==> config.mk <==
export PLATFORM = sky130hd
export DESIGN_NAME = srht_edge
export DESIGN_NICKNAME = d
export VERILOG_FILES = /design/src/rtl/srht_pkg.sv /design/src/rtl/srht_edge.sv
export SDC_FILE = /design/constraint.sdc
export NUM_CORES = 2
export LEC_CHECK = 0
export BUFFER_PORTS_ARGS = -buffer_cell sky130_fd_sc_hd__buf_4
export CAP_MARGIN = 20
export CORE_AREA = 5 5 372 374
export DETAILED_ROUTE_END_ITERATION = 8
export DIE_AREA = 0 0 377 379
export GPL_ROUTABILITY_DRIVEN = 0
export RECOVER_POWER = 25
export SLEW_MARGIN = 20
export SYNTH_ARGS = -nofsm -noshare
export SYNTH_HDL_FRONTEND = slang
export SYNTH_SLANG_ARGS = --single-unit
==> constraint.sdc <==
create_clock -name i_clk -period 15.8 [get_ports i_clk]
set_input_delay 2.37 -clock i_clk [delete_from_list [all_inputs] [get_ports i_clk]]
set_output_delay 2.37 -clock i_clk [all_outputs]
set_load 0.01 [all_outputs]
==> src/rtl/srht_pkg.sv <==
`default_nettype none

package srht_pkg;

    // configuration register indexes
    localparam int CFG_IDX_BITS = 2;

    typedef enum logic [CFG_IDX_BITS-1:0] {
        CFG_CORNER_X = 2'd0,
        CFG_CORNER_Y = 2'd1,
        CFG_WIDTH    = 2'd2,
        CFG_HEIGHT   = 2'd3
    } t_cfg_idx;

    // differences of coordinates and far corners need two bits over a coordinate
    localparam int DIFF_EXTRA = 2;

endpackage

`default_nettype wire

==> src/rtl/srht_edge.sv <==
`default_nettype none

// crossing test of the segment against one axis-aligned rectangle edge
// stage 2: products, stage 3: numerators and denominator, then compare
module srht_edge #(
    parameter int COORD_BITS = 16
) (
    input  wire                                                   i_clk,
    input  wire                                                   i_en,
    input  wire        [COORD_BITS-2:0]                           i_len,
    input  wire signed [COORD_BITS+srht_pkg::DIFF_EXTRA-1:0]      i_dv,
    input  wire signed [COORD_BITS+srht_pkg::DIFF_EXTRA-1:0]      i_nv,
    input  wire signed [COORD_BITS+srht_pkg::DIFF_EXTRA-1:0]      i_sx,
    input  wire signed [COORD_BITS+srht_pkg::DIFF_EXTRA-1:0]      i_sy,
    input  wire signed [COORD_BITS+srht_pkg::DIFF_EXTRA-1:0]      i_ox,
    input  wire signed [COORD_BITS+srht_pkg::DIFF_EXTRA-1:0]      i_oy,
    output logic                                                  o_cross
);
    localparam int D = COORD_BITS + srht_pkg::DIFF_EXTRA;
    localparam int M = COORD_BITS + D;
    localparam int P = 2 * D + 1;

    logic signed [COORD_BITS-1:0] len_s;
    logic signed [M-1:0]          r_pd;
    logic signed [M-1:0]          r_pa;
    logic signed [2*D-1:0]        r_p1;
    logic signed [2*D-1:0]        r_p2;
    logic signed [M-1:0]          r_den;
    logic signed [M-1:0]          r_na;
    logic signed [P-1:0]          r_nb;
    logic signed [P-1:0]          den_x;
    logic signed [P-1:0]          na_x;

    assign len_s = signed'({1'b0, i_len});

    // products of edge length and of the cross terms
    always_ff @(posedge i_clk) begin
        if (i_en) begin
            r_pd <= len_s * i_dv;
            r_pa <= len_s * i_nv;
            r_p1 <= i_sx * i_oy;
            r_p2 <= i_sy * i_ox;
        end
    end

    // denominator and the two numerators
    always_ff @(posedge i_clk) begin
        if (i_en) begin
            r_den <= r_pd;
            r_na  <= r_pa;
            r_nb  <= P'(r_p1) - P'(r_p2);
        end
    end

    // ua and ub within [0,1], parallel edge never crosses
    always_comb begin
        den_x = P'(r_den);
        na_x  = P'(r_na);
        if (den_x == '0) begin
            o_cross = 1'b0;
        end else if (den_x > 0) begin
            o_cross = (na_x >= 0) && (na_x <= den_x) && (r_nb >= 0) && (r_nb <= den_x);
        end else begin
            o_cross = (na_x <= 0) && (na_x >= den_x) && (r_nb <= 0) && (r_nb >= den_x);
        end
    end
endmodule

`default_nettype wire

==> Yosys cells after proc, flatten, opt, wreduce, memory -nomap -nowiden <==
Cells that the tools add are included.
{ "op_classes": {"n_addsub": 1, "mul": 4, "magnitude_cmp": 9, "n_mux": 2, "reduce_logical": 7} }
{ "ops": {"columns": ["cell", "n"], "rows": [
  ["$mul 18x18->36", 2],
  ["$mul 16x18->34", 2],
  ["$ge 37x1->1 const B", 1],
  ["$ge 37x34->1", 1],
  ["$le 37x1->1 const B", 1],
  ["$le 37x34->1", 1],
  ["$logic_not 37->1", 1],
  ["$sub 36x36->37", 1],
  ["$ge 34x1->1 const B", 1],
  ["$ge 34x34->1", 1],
  ["$gt 34x1->1 const B", 1],
  ["$le 34x1->1 const B", 1],
  ["$le 34x34->1", 1],
  ["$logic_and 1x1->1", 6],
  ["$mux 1", 2]
]} }
{ "totals": {"reg_bits": 245, "input_bits": 125, "output_inout_bits": 1, "wordCells": 30} }

==> Longest topological paths before layout <==
{ "logic_depth": {"depth_word": 6, "depth_mapped": 26, "mapped_depth_nobuf": 24} }

==> Worst setup path before layout <==
OpenSTA, ideal clock, no wires.
{ "synth_timing": {"path_type": "input -> register", "from": "input port i_len[1]", "to": "register r_pa[31], data pin", "t_arrival_ns": 8.082, "t_required_ns": 15.538, "setup_slack_ns": 7.456, "stages": 21, "n_path_buf": 2, "path_cell_list": "clkbuf_1 > clkbuf_1 > nand2_1 > inv_1 > fa_1 > fa_1 > fa_1 > fa_1 > fa_1 > inv_1 > fa_1 > inv_1 > ha_1 > a21o_1 > a211o_1 > o21ai_0 > a31oi_1 > and4_1 > a2111oi_4 > a21oi_1 > xor2_1"} }
{ "synth_via": {"elab_chain_len": 1} }
{ "synth_lines": {"columns": ["item", "line", "source"], "rows": [
  ["start, declared", "srht_edge.sv:10", "input wire [COORD_BITS-2:0] i_len,"],
  ["$mul 16x18->34", "srht_edge.sv:40", "r_pa <= len_s * i_nv;"],
  ["end signal, assigned", "srht_edge.sv:40", null],
  ["end, declared", "srht_edge.sv:25", "logic signed [M-1:0] r_pa;"]
]} }
No other way between the ends.
A chain may end at the register's enable or synchronous reset.

==> Final worst setup path <==
{ "layout_timing": {"from": "input port i_len[0]", "to": "register r_pd[33], data pin"} }
{ "layout_via": {"elab_chain_len": 1} }
{ "layout_lines": {"columns": ["item", "line", "source"], "rows": [
  ["$mul 16x18->34", "srht_edge.sv:39", "r_pd <= len_s * i_dv;"],
  ["end signal, assigned", "srht_edge.sv:39", null],
  ["end, declared", "srht_edge.sv:24", "logic signed [M-1:0] r_pd;"]
]} }
No other way between the ends.

==> metrics.md <==
| Metric | Value |
|---|---|
| Status | `finished with violations` |
| Failing checks | `max-capacitance violations, max-slew violations` |
| Count of warnings emitted by yosys | `0` |
| Post-layout min period | `9.15 ns` |
| Final setup vio count | `0` |
| Min-delay src | `r_pd[16]` |
| Port bufs | `125` |
| Aggregate global routing overflow | `0` |
| Final Max Tran Viols | `158` |
| Crit end category | `flop` |
| Syn Nets | `7541` |
| Placement Rows | `135` |
| Routed WL per cell | `17.4 um` |
| Sequential element share of the synthesized area | `13.1%` |
| Area contributors post-synth | `fa_1, edfxtp_1, ha_1` |
| Die height | `379 um` |
| Worst Path Arrival | `9.46 ns` |
| Number of synthesized flops with an enable pin | `245` |
| Hold Crit Class | `flop to flop` |
| First drt pass iteration count | `5` |
| Worst slew margin | `-343%` |
| HPWL after detailed placement | `107000 um` |
| # IOs | `126` |
| Synth Register Bits | `245` |
| Core area | `0.135 sq mm` |
| XOR/XNOR Fraction of Synth Area | `2.64%` |
| Most frequent cells in the layout | `inv_1, fa_1, nand2_1, and2_1, ha_1` |
| Reg2reg start | `r_p2[2]` |
| Critical path launch point type | `input pin` |
| Worst-case hold path end point | `r_den[16]` |
| Initial DRC count | `2016` |
| Synth async-reset ratio | `0%` |
| Crit share post-route | `57.9%` |
| Vias per Instance | `5.02` |
| Setup bufs post-CTS | `0` |
| WL final | `131000 um` |
| Cts hold-fix bufs | `0` |
| Storage element area | `0.00736 sq mm` |
| Area growth from synthesis to layout | `6.15%` |
| Reg2Reg Capture Point | `r_nb[18]` |
| Placed Instance Area | `0.0585 sq mm` |
| Largest net degree at the start of global routing | `121` |
| RSZ-0062 raised after global routing | `no` |
| Clock sink total | `245` |
| Die X | `377 um` |
| Hold Path Stages | `0` |
| CTS Buf Count | `28` |
| Post-synthesis simple-gate area fraction | `14.1%` |
| Commonest non-fill, non-tap cell in the layout | `inv_1` |
| Worst hold slack | `0.416 ns` |
| Mux contribution to synthesized area | `0.0715%` |
| WS Path Type | `input pin to flop` |
| DR DRC count | `0` |
| Nets | `7513` |
| Compound-Gate Fraction of Synth Area | `5.65%` |
| Worst EP required | `16.11 ns` |
| Total track usage | `19.2%` |
| Worst-path clk slew | `0.06 ns` |
| Multi-input gate area | `0.0424 sq mm` |
| Worst Tran Pin Value | `6.64 ns` |
| Die area | `0.143 sq mm` |
| Share of post-route cells with drive strength above 1 | `3.40%` |
| Largest family of logic cells by synthesized area | `adder cells` |
| Average cell area after synthesis | `9.74 sq um` |
| Post-Synth Adder-Cell Area | `53.4%` |
| Clock Skew | `0.0166 ns` |
| First-pass GRT wire length | `222000 um` |
| Worst Path Max Fanout | `36` |
| Fin area | `0.0594 sq mm` |
| Netlist cell types | `77` |
| Initial Utilization | `41.6%` |
| Routed Antenna Nets | `0` |
| Max cap viols | `2` |
| Post-synth top area share | `43.0%` |
| Cells after Synth | `5748` |
| Fmax | `109 MHz` |
| Vias in the first global route | `41900` |
| CTS tree | `yes` |
| Dominant synthesized flop cell | `edfxtp_1` |
| Worst skew pair latency | `0.57 ns` |
| Via count | `37800` |
| PostCTS Resize Cnt | `0` |
| Final TNS setup | `0 ns` |
| Root Buffer | `clkbuf_16` |
| Reg2reg setup slack | `12.42 ns` |
| Final hold vios | `0` |
| H-Tree Depth | `1` |
| Worst-case clock buffer depth | `3` |
| Initial antenna violation count | `6` |
| Synth area leader | `fa_1` |
| Fillcell total | `13000` |
| Mapped Area | `0.0560 sq mm` |
| Worst r2r path cells | `11` |
## how the worst max path moves through the flow
stage | from | to | depth (start not counted)
after detailed placement | i_oy[17] | r_p1[35] | 21
after global routing | i_len[0] | r_pd[33] | 17
after floorplan | i_len[1] | r_pa[31] | 21
final | i_len[0] | r_pd[33] | 17
after global placement | i_oy[17] | r_p1[33] | 21
after CTS | i_oy[17] | r_p1[35] | 21
## Yosys cell counts, types with 17 or more instances
cell	count
a21o_1	79
o21ai_0	56
nor2b_1	21
ha_1	465
edfxtp_1	245
nand2_1	618
xor2_1	37
nor3_1	17
a211oi_1	21
o21a_1	18
a21oi_1	144
nand3_1	41
xnor2_1	132
and2_1	599
o21bai_1	21
inv_1	1455
clkbuf_1	183
fa_1	1203
a31oi_1	23
nand2b_1	27
nand4_1	28
nor4_1	32
nor2_1	103
## layer usage
metal | up-vias | GRT usage, % | wire length [um]
met1 | 19700 | 25.6 | 56800
li1 | 17200 | - | -
met5 | - | 0 | 0
met4 | 0 | 5.06 | 3770
met2 | 664 | 34.1 | 66300
met3 | 178 | 1.25 | 4200
## sequential cells by signal (all words and copies together), names as in the netlist
signal and flops:
r_nb 37, r_na 34, r_pd 34, r_p2 36, r_p1 36, r_den 34
r_pa 34
## critical path: stages
cell,delay [ns]
clkbuf_1,1.48
nand2_1,1.04
inv_1,0.61
fa_1,0.53
fa_1,0.54
inv_1,0.05
fa_1,0.48
inv_1,0.04
ha_1,0.40
nand3_1,0.15
a2111oi_0,0.29
a21boi_1,0.43
a211oi_2,0.14
o31ai_1,0.48
a211o_1,0.20
a21oi_1,0.07
xnor2_1,0.13
## area by class of cell
cell class / instances / area share [%]
multi-input combinational: 3862 / 71.4
sequential: 245 / 12.4
inverter: 1455 / 9.19
tap: 1781 / 3.75
timing repair buffer: 128 / 1.59
clock buffer: 31 / 1.20
clock inverter: 19 / 0.409
antenna: 7 / 0.0295
## through the flow
stage          std cells  util [%]  setup WS [ns]
4_1_cts             7521      44.1           7.47
3_3_place_gp        7471      43.4           6.93
3_5_place_dp        7471      43.4           6.88
6_report            7528      44.1           6.65
5_1_grt             7527      44.1           6.15
2_1_floorplan       5748         -           7.46
## cell families after synthesis
logic type	count (synthesis)
xor+xnor	169
buf+inv	1641
flops	245
fa+ha+maj	1668
mux	4
simple gates	1549
compound gates	472
Power is not shown: default switching activity piles up to over one toggle a cycle in this logic, so the estimate is an artifact.
